$ cat src/rtl/core/hpps_pkg.sv
// ---------------------------------------------------------------------------
// hpps_pkg
// Shared types, codes and the fixed pattern table of the pulse sequencer.
// ---------------------------------------------------------------------------
package hpps_pkg;

  localparam int unsigned ElapsedW = 16;
  localparam int unsigned TimeW    = 8;   // longest pulse or gap is 200 ms
  localparam int unsigned PulseW   = 3;
  localparam int unsigned CountW   = 4;

  // Function codes of an input word
  localparam logic [1:0] FUNC_TICK    = 2'd0;
  localparam logic [1:0] FUNC_TRIGGER = 2'd1;
  localparam logic [1:0] FUNC_ENABLE  = 2'd2;
  localparam logic [1:0] FUNC_NOP     = 2'd3;

  // Pattern codes
  localparam logic [2:0] PAT_PRESS   = 3'd0;
  localparam logic [2:0] PAT_TIMER   = 3'd1;
  localparam logic [2:0] PAT_GESTURE = 3'd2;
  localparam logic [2:0] PAT_ERROR   = 3'd3;
  localparam logic [2:0] PAT_CYCLE   = 3'd4;

  typedef struct packed {
    logic [1:0] func;
    logic [2:0] pattern;
    logic       enable;
  } in_word_t;

  typedef struct packed {
    logic motor_on;
    logic busy_res;
    logic accepted;
    logic pattern_done;
    logic enabled_now;
  } out_word_t;

  // Input stage toward the sequencer core
  typedef struct packed {
    logic     valid;
    in_word_t word;
  } stage_t;

  typedef struct packed {
    logic              known;
    logic [CountW-1:0] count;
    logic [TimeW-1:0]  on_ms;
    logic [TimeW-1:0]  gap_ms;
  } pat_entry_t;

  function automatic pat_entry_t pattern_lookup(input logic [2:0] pat);
    pat_entry_t e;
    e = '0;
    case (pat)
      PAT_PRESS:   e = '{known: 1'b1, count: 4'd1, on_ms: 8'd50,  gap_ms: 8'd0};
      PAT_TIMER:   e = '{known: 1'b1, count: 4'd3, on_ms: 8'd200, gap_ms: 8'd100};
      PAT_GESTURE: e = '{known: 1'b1, count: 4'd1, on_ms: 8'd100, gap_ms: 8'd0};
      PAT_ERROR:   e = '{known: 1'b1, count: 4'd2, on_ms: 8'd50,  gap_ms: 8'd50};
      PAT_CYCLE:   e = '{known: 1'b1, count: 4'd5, on_ms: 8'd80,  gap_ms: 8'd40};
      default:     e = '0;
    endcase
    return e;
  endfunction

endpackage

$ cat src/rtl/core/haptic_pulse_pattern_sequencer_unit.sv
// ---------------------------------------------------------------------------
// haptic_pulse_pattern_sequencer_unit
// Vibration-motor pulse pattern sequencer, one result word per input word.
// ---------------------------------------------------------------------------
// Each input word is a 1 ms tick, a trigger for one of five fixed patterns
// (press, timer, gesture, error, cycle) or an enable change, and it yields
// exactly one result word with the motor drive, busy flag, trigger accept,
// pattern-done pulse and the current enable. A word passes an input
// register, is applied to the sequencer state by combinational logic and
// lands with its result in the output register, and one word per cycle is
// sustained as long as the consumer keeps out_ready_i high. The state
// update (saturating 16-bit elapsed counter, compare against the pulse or
// gap length, phase step) is a single combinational pass and sets that
// rate. MAX_PULSES (5 to 15) caps the pulse count of a pattern.
// ---------------------------------------------------------------------------
module haptic_pulse_pattern_sequencer_unit #(
  parameter int unsigned MAX_PULSES = 8
) (
  input  logic                clk_i,
  input  logic                rst_ni,
  input  logic                in_valid_i,
  output logic                in_ready_o,
  input  hpps_pkg::in_word_t  in_word_i,
  output logic                out_valid_o,
  input  logic                out_ready_i,
  output hpps_pkg::out_word_t out_word_o
);
  import hpps_pkg::*;

  stage_t    stage;
  logic      advance;
  out_word_t result;

  logic      out_valid_q, out_valid_d;
  out_word_t out_word_q;

  // Advance the held word when the output register is free or drains now.
  assign advance = stage.valid && (!out_valid_q || out_ready_i);

  hpps_in_stage u_in_stage (
    .clk_i      (clk_i),
    .rst_ni     (rst_ni),
    .in_valid_i (in_valid_i),
    .in_ready_o (in_ready_o),
    .in_word_i  (in_word_i),
    .take_i     (advance),
    .stage_o    (stage)
  );

  hpps_core #(
    .MAX_PULSES (MAX_PULSES)
  ) u_core (
    .clk_i    (clk_i),
    .rst_ni   (rst_ni),
    .step_i   (advance),
    .word_i   (stage.word),
    .result_o (result)
  );

  // Hold the result until taken; drop valid once it drains with nothing new.
  always_comb begin
    out_valid_d = out_valid_q;
    if (advance) begin
      out_valid_d = 1'b1;
    end else if (out_ready_i) begin
      out_valid_d = 1'b0;
    end
  end

  always_ff @(posedge clk_i or negedge rst_ni) begin
    if (!rst_ni) begin
      out_valid_q <= 1'b0;
    end else begin
      out_valid_q <= out_valid_d;
    end
  end

  always_ff @(posedge clk_i) begin
    if (advance) begin
      out_word_q <= result;
    end
  end

  assign out_valid_o = out_valid_q;
  assign out_word_o  = out_word_q;

endmodule

$ cat src/rtl/core/hpps_in_stage.sv
// ---------------------------------------------------------------------------
// hpps_in_stage
// Input register: captures one word and holds it until the core takes it.
// ---------------------------------------------------------------------------
module hpps_in_stage (
  input  logic              clk_i,
  input  logic              rst_ni,
  input  logic              in_valid_i,
  output logic              in_ready_o,
  input  hpps_pkg::in_word_t in_word_i,
  input  logic              take_i,
  output hpps_pkg::stage_t  stage_o
);
  import hpps_pkg::*;

  logic     valid_q, valid_d;
  in_word_t word_q, word_d;

  assign in_ready_o = !valid_q || take_i;

  always_comb begin
    valid_d = valid_q;
    word_d  = word_q;
    if (in_ready_o) begin
      valid_d = in_valid_i;
      if (in_valid_i) begin
        word_d = in_word_i;
      end
    end
  end

  always_ff @(posedge clk_i or negedge rst_ni) begin
    if (!rst_ni) begin
      valid_q <= 1'b0;
    end else begin
      valid_q <= valid_d;
    end
  end

  always_ff @(posedge clk_i) begin
    word_q <= word_d;
  end

  assign stage_o = '{valid: valid_q, word: word_q};

endmodule

$ cat src/rtl/core/hpps_core.sv
// ---------------------------------------------------------------------------
// hpps_core
// Sequencer state and the single-pass update for one word.
// ---------------------------------------------------------------------------
module hpps_core #(
  parameter int unsigned MAX_PULSES = 8
) (
  input  logic                clk_i,
  input  logic                rst_ni,
  input  logic                step_i,
  input  hpps_pkg::in_word_t  word_i,
  output hpps_pkg::out_word_t result_o
);
  import hpps_pkg::*;

  localparam int unsigned TotalW = $clog2(MAX_PULSES + 1);
  localparam int unsigned CmpW   = 5;

  localparam logic [1:0] PH_IDLE    = 2'd0;
  localparam logic [1:0] PH_VIBRATE = 2'd1;
  localparam logic [1:0] PH_PAUSE   = 2'd2;

  logic [1:0]          phase_q, phase_d;
  logic [ElapsedW-1:0] elapsed_q, elapsed_d;
  logic [PulseW-1:0]   pulse_num_q, pulse_num_d;
  logic [TotalW-1:0]   pulse_total_q, pulse_total_d;
  logic [TimeW-1:0]    on_time_q, on_time_d;
  logic [TimeW-1:0]    gap_time_q, gap_time_d;
  logic                enabled_q, enabled_d;
  logic                drive_q, drive_d;

  logic                active;
  logic [ElapsedW-1:0] elapsed_inc;
  logic [CmpW-1:0]     next_num;
  pat_entry_t          entry;
  logic                acc, done;

  assign active      = (phase_q == PH_VIBRATE) || (phase_q == PH_PAUSE);
  assign elapsed_inc = (elapsed_q != '1) ? elapsed_q + ElapsedW'(1) : elapsed_q;
  assign next_num    = CmpW'(pulse_num_q) + CmpW'(1);
  assign entry       = pattern_lookup(word_i.pattern);

  always_comb begin
    phase_d       = phase_q;
    elapsed_d     = elapsed_q;
    pulse_num_d   = pulse_num_q;
    pulse_total_d = pulse_total_q;
    on_time_d     = on_time_q;
    gap_time_d    = gap_time_q;
    enabled_d     = enabled_q;
    drive_d       = drive_q;
    acc           = 1'b0;
    done          = 1'b0;
    if (step_i) begin
      unique case (word_i.func)
        FUNC_TICK: begin
          if (phase_q == PH_VIBRATE) begin
            elapsed_d = elapsed_inc;
            if (elapsed_inc >= ElapsedW'(on_time_q)) begin
              drive_d = 1'b0;
              if (next_num < CmpW'(pulse_total_q)) begin
                pulse_num_d = next_num[PulseW-1:0];
                phase_d     = PH_PAUSE;
                elapsed_d   = '0;
              end else begin
                phase_d = PH_IDLE;
                done    = 1'b1;
              end
            end
          end else if (phase_q == PH_PAUSE) begin
            elapsed_d = elapsed_inc;
            if (elapsed_inc >= ElapsedW'(gap_time_q)) begin
              drive_d   = 1'b1;
              phase_d   = PH_VIBRATE;
              elapsed_d = '0;
            end
          end
        end
        FUNC_TRIGGER: begin
          if (enabled_q && !active && entry.known) begin
            acc         = 1'b1;
            pulse_num_d = '0;
            // clamp the pulse count to the configured limit
            pulse_total_d = (entry.count > CountW'(MAX_PULSES)) ?
                            TotalW'(MAX_PULSES) : TotalW'(entry.count);
            on_time_d   = entry.on_ms;
            gap_time_d  = entry.gap_ms;
            drive_d     = 1'b1;
            phase_d     = PH_VIBRATE;
            elapsed_d   = '0;
          end
        end
        FUNC_ENABLE: begin
          enabled_d = word_i.enable;
          if (!word_i.enable && active) begin
            drive_d = 1'b0;
            phase_d = PH_IDLE;
          end
        end
        FUNC_NOP: begin
        end
        default: begin
        end
      endcase
    end
  end

  always_ff @(posedge clk_i or negedge rst_ni) begin
    if (!rst_ni) begin
      phase_q       <= PH_IDLE;
      elapsed_q     <= '0;
      pulse_num_q   <= '0;
      pulse_total_q <= '0;
      on_time_q     <= '0;
      gap_time_q    <= '0;
      enabled_q     <= 1'b1;
      drive_q       <= 1'b0;
    end else begin
      phase_q       <= phase_d;
      elapsed_q     <= elapsed_d;
      pulse_num_q   <= pulse_num_d;
      pulse_total_q <= pulse_total_d;
      on_time_q     <= on_time_d;
      gap_time_q    <= gap_time_d;
      enabled_q     <= enabled_d;
      drive_q       <= drive_d;
    end
  end

  assign result_o = '{
    motor_on:     drive_d,
    busy_res:     (phase_d == PH_VIBRATE) || (phase_d == PH_PAUSE),
    accepted:     acc,
    pattern_done: done,
    enabled_now:  enabled_d
  };

endmodule

$ cat config.mk
export PLATFORM = sky130hd
export DESIGN_NAME = haptic_pulse_pattern_sequencer_unit
export DESIGN_NICKNAME = d
export VERILOG_FILES = /design/src/rtl/core/hpps_pkg.sv /design/src/rtl/core/haptic_pulse_pattern_sequencer_unit.sv /design/src/rtl/core/hpps_in_stage.sv /design/src/rtl/core/hpps_core.sv
export SDC_FILE = /design/constraint.sdc
export NUM_CORES = 1
export LEC_CHECK = 0
export ABC_CLOCK_PERIOD_IN_PS = 9600
export BUFFER_PORTS_ARGS = -buffer_cell sky130_fd_sc_hd__clkbuf_2
export CORE_MARGIN = 1.5
export CORE_UTILIZATION = 45
export CTS_CLUSTER_DIAMETER = 100
export DETAILED_ROUTE_END_ITERATION = 12
export PLACE_DENSITY = 0.68
export REMOVE_ABC_BUFFERS = 1
export SLEW_MARGIN = 0
export SYNTH_ARGS = -nofsm -noshare
export SYNTH_HDL_FRONTEND = slang
export SYNTH_SLANG_ARGS = --single-unit
$ cat constraint.sdc
create_clock -name clk_i -period 9.6 [get_ports clk_i]
set_clock_uncertainty 0.2 [all_clocks]
set_input_delay 1.44 -clock clk_i [delete_from_list [all_inputs] [get_ports clk_i]]
set_output_delay 1.44 -clock clk_i [all_outputs]
set_load 0.005 [all_outputs]
==> results of run 1 <==
-- synthesized netlist by cell type (all sizes together) (5+ instances only) --
master	n	share of area [%]
xnor2	7	2.0
a31oi	6	1.3
a21oi	17	2.8
buf	10	2.5
and3	8	1.7
nand3	11	1.8
nor2	21	2.6
nand2	46	5.8
and4	6	1.8
o21ai	22	3.7
dfrtp	35	29
nand2b	6	1.3
edfxtp	11	11
ha	19	7.9
a21o	5	1.3
nor3	6	1.0
clkbuf	9	1.1
inv	17	2.1
nand4	9	2.1
-- logic make-up after synthesis --
family                     share of synthesized area (%)
DFF                                                 41.1
xor gates and xnor gates                            3.21
adders and majority gates                           8.25
AOI/OAI and AO/OA                                   19.0
and+or+nand+nor                                     21.7
muxes                                               1.08
buffers and inverters                               5.71
-- state kept, by name, summed over array words and instances (netlist names) --
name                  flops
u_in_stage.stage_o        6
u_in_stage.valid_q        1
u_core.drive_q            1
out_word_o                5
u_core.pulse_num_q        3
u_core.phase_q            2
out_valid_o               1
u_core.on_time_q          5
u_core.elapsed_q         16
u_core.gap_time_q         3
u_core.enabled_q          1
u_core.pulse_total_q      3
-- path summary, 6_finish.rpt --
path / cells after the start / slack [ns] / to / from
setup / recovery: 14 / 5.36 / out_word_o[3] / u_core.elapsed_q[0]
hold / removal: 2 / 0.28 / u_core.pulse_total_q[2] / u_core.pulse_total_q[2]
setup reg to reg: 14 / 5.36 / out_word_o[3] / u_core.elapsed_q[0]
hold reg to reg: 2 / 0.28 / u_core.pulse_total_q[2] / u_core.pulse_total_q[2]
max in group asynchronous: 1 / 7.57 / u_core.elapsed_q[4] / rst_ni
min in group asynchronous: 1 / 1.07 / u_core.elapsed_q[8] / rst_ni
-- power by group through the flow --
stage | logic, mW | clock network (mW) | registers [mW]
floorplan | 0.167 | 0 | 0.270
global placement | 0.216 | 0 | 0.275
detailed placement | 0.221 | 0 | 0.277
CTS | 0.224 | 0.121 | 0.273
global route | 0.255 | 0.130 | 0.279
finish | 0.225 | 0.118 | 0.273
-- per-layer routing --
layer  GRT usage, %  vias to the layer above
met2           31.0                       46
met1           23.6                     1163
met5              0                        -
met3           3.44                       10
li1               -                     1194
met4           5.43                        0
-- area by class of cell --
type	count	area (sq um)
fill	609	3210
clock buffer	6	72.6
timing repair buffer	17	87.6
multi-input combinational	244	1610
inverter	17	63.8
tap	77	96.3
clock inverter	2	13.8
sequential	47	1230
-- through the flow --
stage	instance area (sq um)	power, mW	utilization (%)	std cells	worst slack (ns)
final	3170	0.616	49.7	410	5.36
after global routing	3170	0.664	49.7	410	5.06
after CTS	3170	0.619	49.7	410	5.42
after detailed placement	3090	0.498	48.3	402	5.46
after global placement	3090	0.491	48.3	402	5.57
after floorplan	2890	0.437	-	308	5.81
-- worst min-delay path: stages, from the launching register on --
cell and delay [ns]:
dfrtp_1 0.35, nand2_1 0.04, o21ai_0 0.06
==> impl_results.md, run 1 <==
- Wire per inst: 15.3 microns
- Final setup viols: 0
- # hold bufs at CTS: 0
- TritonCTS clock tree: yes
- Vias in the first global route: 2,272
- Leakage Power: 1.38 nW
- Met1 wire length: 2920 microns
- Tightest Pin Transition: 0.920 ns
- Register share of total power: 44.3%
- Sequential area share after synthesis: 41.1%
- Hold slack: 0.284 ns
- Crit path DAT: 4.10 ns
- Pin count of the biggest net entering global routing: 37
- Power Density: 194 nW/um^2
- Commonest non-fill, non-tap cell in the layout: nand2_1
- Overall Global Routing Usage: 18.2%
- DRC: 0
- Cell Int Power: 0.391 mW
- Die Y: 84.7 microns
- Later-pin clock latency in the skew report: 0.30 ns
- Logic pwr share: 36.5%
- Post-Route Setup TNS: 0 ns
- Vias: 2,413
- Crit end category: flop
- RSZ-0062 raised after global routing: no
- Post-synth top flop: dfrtp_1
- Mean Syn Cell Area: 9.18 sq um
- CTS Root Cell: clkbuf_8
- CP max-delay cell: dfrtp_1
- H-tree levels: 2
- Status: completed
- Bufs on Longest Clock Path: 2
- Critical Path Max Stage Delay: 0.44 ns
- Top-Level Pins: 17
- WL met3: 195 microns
- Most frequent cells in the layout: nand2_1, dfrtp_1, nor2_1, o21ai_0, ha_1
- Distinct cells, synth: 59
- Post-Syn Area: 3000 sq um
- Yosys reg bits: 47
- Die width: 84.7 microns
- TritonCTS Buffers: 5
- Hold Fails Final Rpt: 0
- # clock sinks: 47
- DR top layer: met4
- MaxCap Viol Count: 0
- Drt total wl: 6260 microns
- Initial antenna violation count: 0
- PostCTS Resize Cnt: 0
- Setup repair bufs after CTS: 0
- Row cnt: 29
- Minimum clock period: 4.24 ns
- Min-delay worst type: flop to flop
- Initial DRC Count: 126
- Warnings, synthesis: 0
- Metal2 WL: 3070 microns
- N_diodes: 0
- Clk network pwr share: 19.1%
- Total gr overflow: 0
- CP startpoint kind: flop
- Crit path kind: flop to flop
- Tcrit/Tclk final: 44.1%
- Post-route ant nets: 0
- P_sw: 0.225 mW
- Via-per-instance ratio: 5.89
- DP Wirelength: 4520 microns
- Max-slew violations: 0
- Detailed Routing Iterations Pass 1: 4
- DIE AREA: 7170 sq um
- Synth async-reset ratio: 76.6%
- Top Family by Delay on Critical Path: simple AND/OR/NAND/NOR gates
- Clock Pin Slew Worst Setup and Hold Paths: 0.09 ns
- Area growth syn-to-layout: 5.67%
- Layout cell share with drive strength beyond 1: 11.1%
- Peak supply drop: 0.136 mV
- First-pass GRT wire length: 10,600 microns
- Initial Utilization: 47.0%
- GPL Wtd Cong: 0.913
- Relative slew slack: 38.7%
- Worst Path Buf+Inv: 0
- Fmax: 236 MHz
- Post-layout nets: 361
- Syn Inst Count: 327
- Critical Path Fanout Max: 10
- EDFF count, synth: 11
- Crit-path cells: ha_1 -> and3_1 -> nand4_2 -> and3_1 -> and4_1 -> xor2_1 -> ha_1 -> nand4_1 -> nor2_1 -> a21o_1 -> a2111oi_4 -> nor3_1 -> o32a_1 -> xor2_1
- Switching Share: 36.6%
- I/O Buffers: 16
- Core area: 6390 sq um
- CP Data Required Time: 9.46 ns
Note: power is estimated with default switching activity, not from simulation.
==> run 2, diff against run 1 <==
--- a/config.mk
+++ b/config.mk
@@ -5,13 +5,13 @@
 export SDC_FILE = /design/constraint.sdc
 export NUM_CORES = 1
 export LEC_CHECK = 0
-export ABC_CLOCK_PERIOD_IN_PS = 9600
+export ABC_CLOCK_PERIOD_IN_PS = 3500
 export BUFFER_PORTS_ARGS = -buffer_cell sky130_fd_sc_hd__clkbuf_2
 export CORE_MARGIN = 1.5
 export CORE_UTILIZATION = 45
 export CTS_CLUSTER_DIAMETER = 100
 export DETAILED_ROUTE_END_ITERATION = 12
-export PLACE_DENSITY = 0.68
+export PLACE_DENSITY = 0.7
 export REMOVE_ABC_BUFFERS = 1
 export SLEW_MARGIN = 0
 export SYNTH_ARGS = -nofsm -noshare
==> constraint.sdc (replaced) <==
create_clock -name clk_i -period 3.5 [get_ports clk_i]
set_clock_uncertainty 0.2 [all_clocks]
set_input_delay 0.525 -clock clk_i [delete_from_list [all_inputs] [get_ports clk_i]]
set_output_delay 0.525 -clock clk_i [all_outputs]
set_load 0.005 [all_outputs]
==> impl_results.md, run 2 (synthesis gave the netlist of run 1 again) <==
- Status: finished with violations (was completed)
- Failing checks: negative setup slack
- Relative slew slack: 36.9% (was 38.7%)
- Most frequent cells in the layout: buf_4, nand2_1, dfrtp_1 (was nand2_1, dfrtp_1, nor2_1, o21ai_0, ha_1)
- DP Cell Count: 447 (was 402)
- Max-slew violations: 0 (unchanged)
- Initial antenna violation count: 0 (unchanged)
- Initial DRC Count: 214 (was 126)
- Fin cells: 464 (was 410)
- GPL Wtd Cong: 0.960 (was 0.913)
- Total power: 1.98 mW (was 0.616 mW)
- Post-Route Setup TNS: -0.0861 ns (was 0 ns)
- Commonest non-fill, non-tap cell in the layout: buf_4 (was nand2_1)
- Filler cells: 552 (was 609)
- Detailed Routing Iterations Pass 1: 6 (was 4)
- Fmax: 279 MHz (was 236 MHz)
- TritonCTS Buffers: 5 (unchanged)
- Critical Path Fanout Max: 3 (was 10)
- Layout cell share with drive strength beyond 1: 29.5% (was 11.1%)
- Crit path kind: flop to flop (unchanged)
- Minimum clock period: 3.59 ns (was 4.24 ns)
- First-pass GRT wire length: 11,600 microns (was 10,600 microns)
- Tightest Pin Transition: 0.946 ns (was 0.920 ns)
- DP Wirelength: 4870 microns (was 4520 microns)
- Top-Level Pins: 17 (unchanged)
- Hold Fails Final Rpt: 0 (unchanged)
- DRC: 0 (unchanged)
- H-tree levels: 2 (unchanged)
- Pin count of the biggest net entering global routing: 37 (unchanged)
- Power Density: 529 nW/um^2 (was 194 nW/um^2)
- Max reg flops: 16 (unchanged)
- CP Data Required Time: 3.35 ns (was 9.46 ns)
- Peak supply drop: 0.397 mV (was 0.136 mV)
- Post-layout nets: 415 (was 361)
- Hold slack: 0.151 ns (was 0.284 ns)
- Overall Global Routing Usage: 19.8% (was 18.2%)
- Fin worst setup slack: -0.0861 ns (was 5.36 ns)
- Bufs on Longest Clock Path: 2 (unchanged)
- # clock sinks: 47 (unchanged)
- Later-pin clock latency in the skew report: 0.30 ns (about the same)
- Die width: 84.7 microns (unchanged)
- Initial Utilization: 47.0% (unchanged)
- Die Y: 84.7 microns (unchanged)
- # hold bufs at CTS: 0 (unchanged)
- Core area: 6390 sq um (unchanged)
- Final Cell Area: 3750 sq um (was 3170 sq um)
- Multi-input logic area: 1770 sq um (was 1610 sq um)
- Tcrit/Tclk final: 102% (was 44.1%)
- N_diodes: 0 (unchanged)
- DIE AREA: 7170 sq um (unchanged)
- Row cnt: 29 (unchanged)
- Post-route ant nets: 0 (unchanged)
- Leakage Power: 1.69 nW (was 1.38 nW)
- Clock Pin Slew Worst Setup and Hold Paths: 0.10 ns (was 0.09 ns)
- Via-per-instance ratio: 5.81 (was 5.89)
- Crit path DAT: 3.44 ns (was 4.10 ns)
- Drt total wl: 7160 microns (was 6260 microns)
- CTS Root Cell: clkbuf_8 (unchanged)
- Area growth syn-to-layout: 24.9% (was 5.67%)
- Min-delay worst type: input port to async pin (was flop to flop)
- TritonCTS clock tree: yes (unchanged)
- I/O Buffers: 16 (unchanged)
- Dpl cell area: 3420 sq um (was 3090 sq um)
- RSZ-0062 raised after global routing: yes (was no)
- Wire per inst: 15.4 microns (was 15.3 microns)
- CP startpoint kind: flop (unchanged)
- Sequential Area: 1230 sq um (unchanged)
- Final core utilization: 58.7% (was 49.7%)
- Biggest register: u_core.elapsed_q (unchanged)
- MaxCap Viol Count: 0 (unchanged)
- Vias in the first global route: 2,567 (was 2,272)
- Vias: 2,698 (was 2,413)
- Placement Setup Slack: -0.139 ns (was 5.46 ns)
- Crit end category: flop (unchanged)
- Final setup viols: 1 (was 0)
- Total gr overflow: 0 (unchanged)
-- run 2: cell type report --
| class | count | area share, % |
|---|---|---|
| tap | 77 | 2.57 |
| timing repair buffer | 70 | 13.3 |
| multi-input combinational | 245 | 47.2 |
| clock inverter | 2 | 0.467 |
| clock buffer | 6 | 1.94 |
| sequential | 47 | 32.9 |
| inverter | 17 | 1.70 |
-- run 2: timing repair --
| item | 4_1_cts | 5_1_grt |
|---|---|---|
| pin swaps | 10 | 23 |
| hold endpoints to repair | 0 | 0 |
| setup endpoints to repair | 11 | 22 |
| cloned | 0 | 1 |
| setup buffers | 4 | 6 |
| resized for setup | 12 | 28 |
-- run 2: power breakdown --
group | internal (mW) | switching (mW)
sequential | 0.669 | 0.0635
combinational | 0.433 | 0.481
clock | 0.144 | 0.191
-- run 2: worst max-delay path, cell delays in order (launching register included) --
cell and delay [ns]:
dfrtp_1 0.36, ha_2 0.19, and3_4 0.22, nand4_4 0.08, and3_4 0.19, and4_1 0.16, xor2_1 0.18, buf_4 0.16
ha_4 0.26, nand2_1 0.06, nand3_2 0.08, a41oi_2 0.04, o211ai_1 0.28, nand2_1 0.13, o22a_1 0.24, o32a_1 0.36
xor2_1 0.17
-- run 2: path summary, 6_finish.rpt --
kind	startpoint	endpoint	slack [ns]	cells past startpoint
max	u_core.elapsed_q[0]	out_word_o[3]	-0.09	16
min	rst_ni	u_core.elapsed_q[14]	0.15	1
max reg2reg	u_core.elapsed_q[0]	out_word_o[3]	-0.09	16
min reg2reg	u_core.pulse_total_q[0]	u_core.pulse_total_q[0]	0.30	2
max in group asynchronous	rst_ni	u_core.gap_time_q[2]	2.36	1
min in group clk_i	in_word_i[0]	u_in_stage.stage_o[0]	0.20	1
-- run 2: layer usage --
metal	track usage (%)	part of all wire (%)	up-vias
met5	0	0	-
met4	4.99	1.7	0
met3	3.05	4.7	16
met2	33.8	49	85
met1	26.3	45	1299
li1	-	-	1298
==> run 3, diff against run 2 <==
--- a/config.mk
+++ b/config.mk
@@ -13,7 +13,9 @@
 export DETAILED_ROUTE_END_ITERATION = 12
 export PLACE_DENSITY = 0.7
 export REMOVE_ABC_BUFFERS = 1
+export SKIP_LAST_GASP = 1
 export SLEW_MARGIN = 0
 export SYNTH_ARGS = -nofsm -noshare
 export SYNTH_HDL_FRONTEND = slang
+export SYNTH_HIERARCHICAL = 1
 export SYNTH_SLANG_ARGS = --single-unit
==> impl_results.md, run 3 <==
- I/O Buffers: 16 (unchanged)
- Wire per inst: 16.0 microns (was 15.4 microns)
- Detailed Routing Iterations Pass 1: 4 (was 6)
- Worst Path Buf+Inv: 3 (was 1)
- Post-Synth Adder-Cell Area: 7.94% (was 8.25%)
- Fin worst setup slack: -0.108 ns (was -0.0861 ns)
- Min-delay worst type: input port to async pin (unchanged)
- Leading cell type by number of instances after synthesis: dfrtp_1 (was nand2_1)
- Multi-input logic area: 1810 sq um (was 1770 sq um)
- DRC: 0 (unchanged)
- Multiplexer share of the synthesized area: 1.05% (was 1.08%)
- Hold Fails Final Rpt: 0 (unchanged)
- Simple-gate share of the synthesized area: 21.4% (was 21.7%)
- Synth top area share: 29.3% (was 29.2%)
- Syn Inst Count: 313 (was 327)
- Critical Path Max Stage Delay: 0.37 ns (was 0.36 ns)
- Post-route ant nets: 0 (unchanged)
- Vias in the first global route: 2,599 (was 2,567)
- Vias: 2,655 (was 2,698)
- Crit-path cells: nand3_2 -> nor4_4 -> a211oi_2 -> xor2_1 -> ha_1 -> a21o_1 -> a21oi_1 -> and2b_2 -> a2111o_1 -> o211a_4 -> nor3_4 -> buf_12 -> buf_4 -> buf_6 -> a21oi_1 -> nor2_1 (was ha_2 -> and3_4 -> nand4_4 -> and3_4 -> and4_1 -> xor2_1 -> buf_4 -> ha_4 -> nand2_1 -> nand3_2 -> a41oi_2 -> o211ai_1 -> nand2_1 -> o22a_1 -> o32a_1 -> xor2_1)
- Critical Path Fanout Max: 7 (was 3)
- Crit path DAT: 3.65 ns (was 3.44 ns)
- Critical path's most frequent cell: a21oi_1
- TritonCTS clock tree: yes (unchanged)
- Status: finished with violations (unchanged)
- Initial DRC Count: 240 (was 214)
- Later-pin clock latency in the skew report: 0.31 ns (was 0.30 ns)
- Compound-Gate Fraction of Synth Area: 19.0% (about the same)
- Filler cells: 543 (was 552)
- H-tree levels: 2 (unchanged)
- Pin count of the biggest net entering global routing: 37 (unchanged)
- Power Density: 527 nW/um^2 (was 529 nW/um^2)
- Row cnt: 29 (unchanged)
- DIE AREA: 7150 sq um (was 7170 sq um)
- Die width: 84.6 microns (was 84.7 microns)
- Synth async-reset ratio: 76.6% (unchanged)
- Top-Level Pins: 17 (unchanged)
- RSZ-0062 raised after global routing: yes (unchanged)
- Core area: 6390 sq um (unchanged)
- Post-layout nets: 415 (unchanged)
- # clock sinks: 47 (unchanged)
- Warnings, synthesis: 6 (was 0)
- Max reg flops: 16 (unchanged)
- Overall Global Routing Usage: 21.7% (was 19.8%)
- CP Data Required Time: 3.54 ns (was 3.35 ns)
- EDFF count, synth: 11 (unchanged)
- Post-synth top flop: dfrtp_1 (unchanged)
- Final setup viols: 12 (was 1)
- Crit path kind: flop to flop (unchanged)
- Commonest cells in the netlist: dfrtp_1, nand2_1, o21ai_0 (was nand2_1, dfrtp_1, nor2_1, o21ai_0, ha_1)
- Peak supply drop: 0.318 mV (was 0.397 mV)
- Relative slew slack: 38.1% (was 36.9%)
- Bufs on Longest Clock Path: 2 (unchanged)
- TritonCTS Buffers: 5 (unchanged)
- Layout cell share with drive strength beyond 1: 37.2% (was 29.5%)
- Yosys reg bits: 47 (unchanged)
- Sequential area share after synthesis: 41.2% (was 41.1%)
- Distinct cells, synth: 61 (was 59)
- Mean Syn Cell Area: 9.56 sq um (was 9.18 sq um)
- Die Y: 84.6 microns (was 84.7 microns)
- Leading area contributor after synthesis: dfrtp_1 (unchanged)
- Via-per-instance ratio: 5.72 (was 5.81)
- Synth Area in XOR/XNOR: 2.93% (was 3.21%)
- Post-Route Setup TNS: -0.799 ns (was -0.0861 ns)
- Area growth syn-to-layout: 30.7% (was 24.9%)
- Total power: 2.06 mW (was 1.98 mW)
- Top Family by Delay on Critical Path: compound AO/OA/AOI/OAI gates (unchanged)
- Sequential Area: 1230 sq um (unchanged)
- Most frequent cells in the layout: buf_4, dfrtp_1, nand2_1 (was buf_4, nand2_1, dfrtp_1)
- Clock Pin Slew Worst Setup and Hold Paths: 0.09 ns (was 0.10 ns)
- Initial Utilization: 46.9% (was 47.0%)
- Minimum clock period: 3.61 ns (was 3.59 ns)
- Tightest Pin Transition: 0.929 ns (was 0.946 ns)
- N_diodes: 0 (unchanged)
- # hold bufs at CTS: 0 (unchanged)
- CTS Root Cell: clkbuf_8 (unchanged)
- Failing checks: negative setup slack (unchanged)
- DP Wirelength: 5140 microns (was 4870 microns)
- GPL Wtd Cong: 0.921 (was 0.960)
- CP max-delay cell: dfrtp_1 (unchanged)
- Fmax: 277 MHz (was 279 MHz)
- Crit end category: flop (unchanged)
- First-pass GRT wire length: 12,300 microns (was 11,600 microns)
- Max-slew violations: 0 (unchanged)
- Leakage Power: 1.80 nW (was 1.69 nW)
- MaxCap Viol Count: 0 (unchanged)
- Tcrit/Tclk final: 103% (was 102%)
- Drt total wl: 7450 microns (was 7160 microns)
- Synth area leaders: dfrtp_1, edfxtp_1, ha_1 (unchanged)
- Initial antenna violation count: 0 (unchanged)
- CP startpoint kind: flop (unchanged)
- Biggest register: u_core/elapsed_q (was u_core.elapsed_q)
- Largest family of logic cells by synthesized area: simple AND/OR/NAND/NOR gates (unchanged)
- Commonest non-fill, non-tap cell in the layout: buf_4 (unchanged)
- Total gr overflow: 0 (unchanged)
- Post-Syn Area: 2990 sq um (was 3000 sq um)
## run 3: cell count changes in the layout (fill, tap and decap cells not counted), moves of 4 or more
cell	before	now
nand2_1	43	25
o22a_1	4	0
a31oi_1	6	10
a21oi_1	13	18
nor2_1	21	14
o21ai_0	13	17
buf_4	51	58
and4_1	4	0
## run 3: cell type report
cell class,instances,area share [%]
Timing Repair Buffer,81,15.6
Sequential cell,47,31.5
Multi-Input combinational cell,233,46.3
Clock inverter,3,0.576
Tap cell,77,2.46
Inverter,18,1.73
Clock buffer,5,1.76
## run 3: metal layers
metal / wire [microns] / track usage, %
met5: 0 / 0
met4: 151 / 5.87
met3: 286 / 4.82
met2: 3790 / 37.7
met1: 3220 / 27.2
## run 3: kinds of logic (layout without fill, tap and decap cells)
group / after synthesis / after routing
adder cells (fa/ha/maj): 19 / 19
buffers and inverters: 33 / 107
multiplexers: 3 / 3
XOR/XNOR: 10 / 10
AND/OR/NAND/NOR: 112 / 112
AO/OA/AOI/OAI: 89 / 89
flip-flops: 47 / 47
## run 3: path summary, 6_finish.rpt
| check | startpoint | to | slack (ns) | depth (start not counted) |
|---|---|---|---|---|
| max | u_core/elapsed_q[14] | u_core/elapsed_q[15] | -0.11 | 16 |
| min | rst_ni | u_core/elapsed_q[6] | 0.14 | 1 |
| max reg2reg | u_core/elapsed_q[14] | u_core/elapsed_q[15] | -0.11 | 16 |
| min reg2reg | u_core/pulse_total_q[2] | u_core/pulse_total_q[2] | 0.29 | 2 |
| max in group asynchronous | rst_ni | u_core/elapsed_q[0] | 2.38 | 1 |
| min in group clk_i | in_word_i[2] | u_in_stage/stage_o[2] | 0.19 | 1 |
## run 3: repair_timing
item | 4_1_cts | 5_1_grt
buffers inserted | 9 | 6
setup endpoints to repair | 21 | 24
gates cloned | 1 | 0
pin swaps | 31 | 6
gates resized for setup | 40 | 21
hold endpoints to repair | 0 | 0
## run 3: stage by stage
stage	worst slack (ns)	instance area [sq um]	hold slack, ns	std cells	util, %
4_1_cts	-0.103	3800	0.179	459	59.5
5_1_grt	-0.235	3910	0.160	464	61.2
3_3_place_gp	-0.197	3460	0.262	443	54.1
3_5_place_dp	-0.283	3460	0.271	443	54.1
6_report	-0.108	3910	0.145	464	61.2
2_1_floorplan	-0.614	2860	0.0294	298	-
## run 3: power breakdown
group | switching, mW | total (mW) | internal [mW]
Clock | 0.195 | 0.338 | 0.143
Combinational | 0.500 | 0.960 | 0.460
Sequential | 0.0773 | 0.762 | 0.685
Total | 0.773 | 2.06 | 1.29
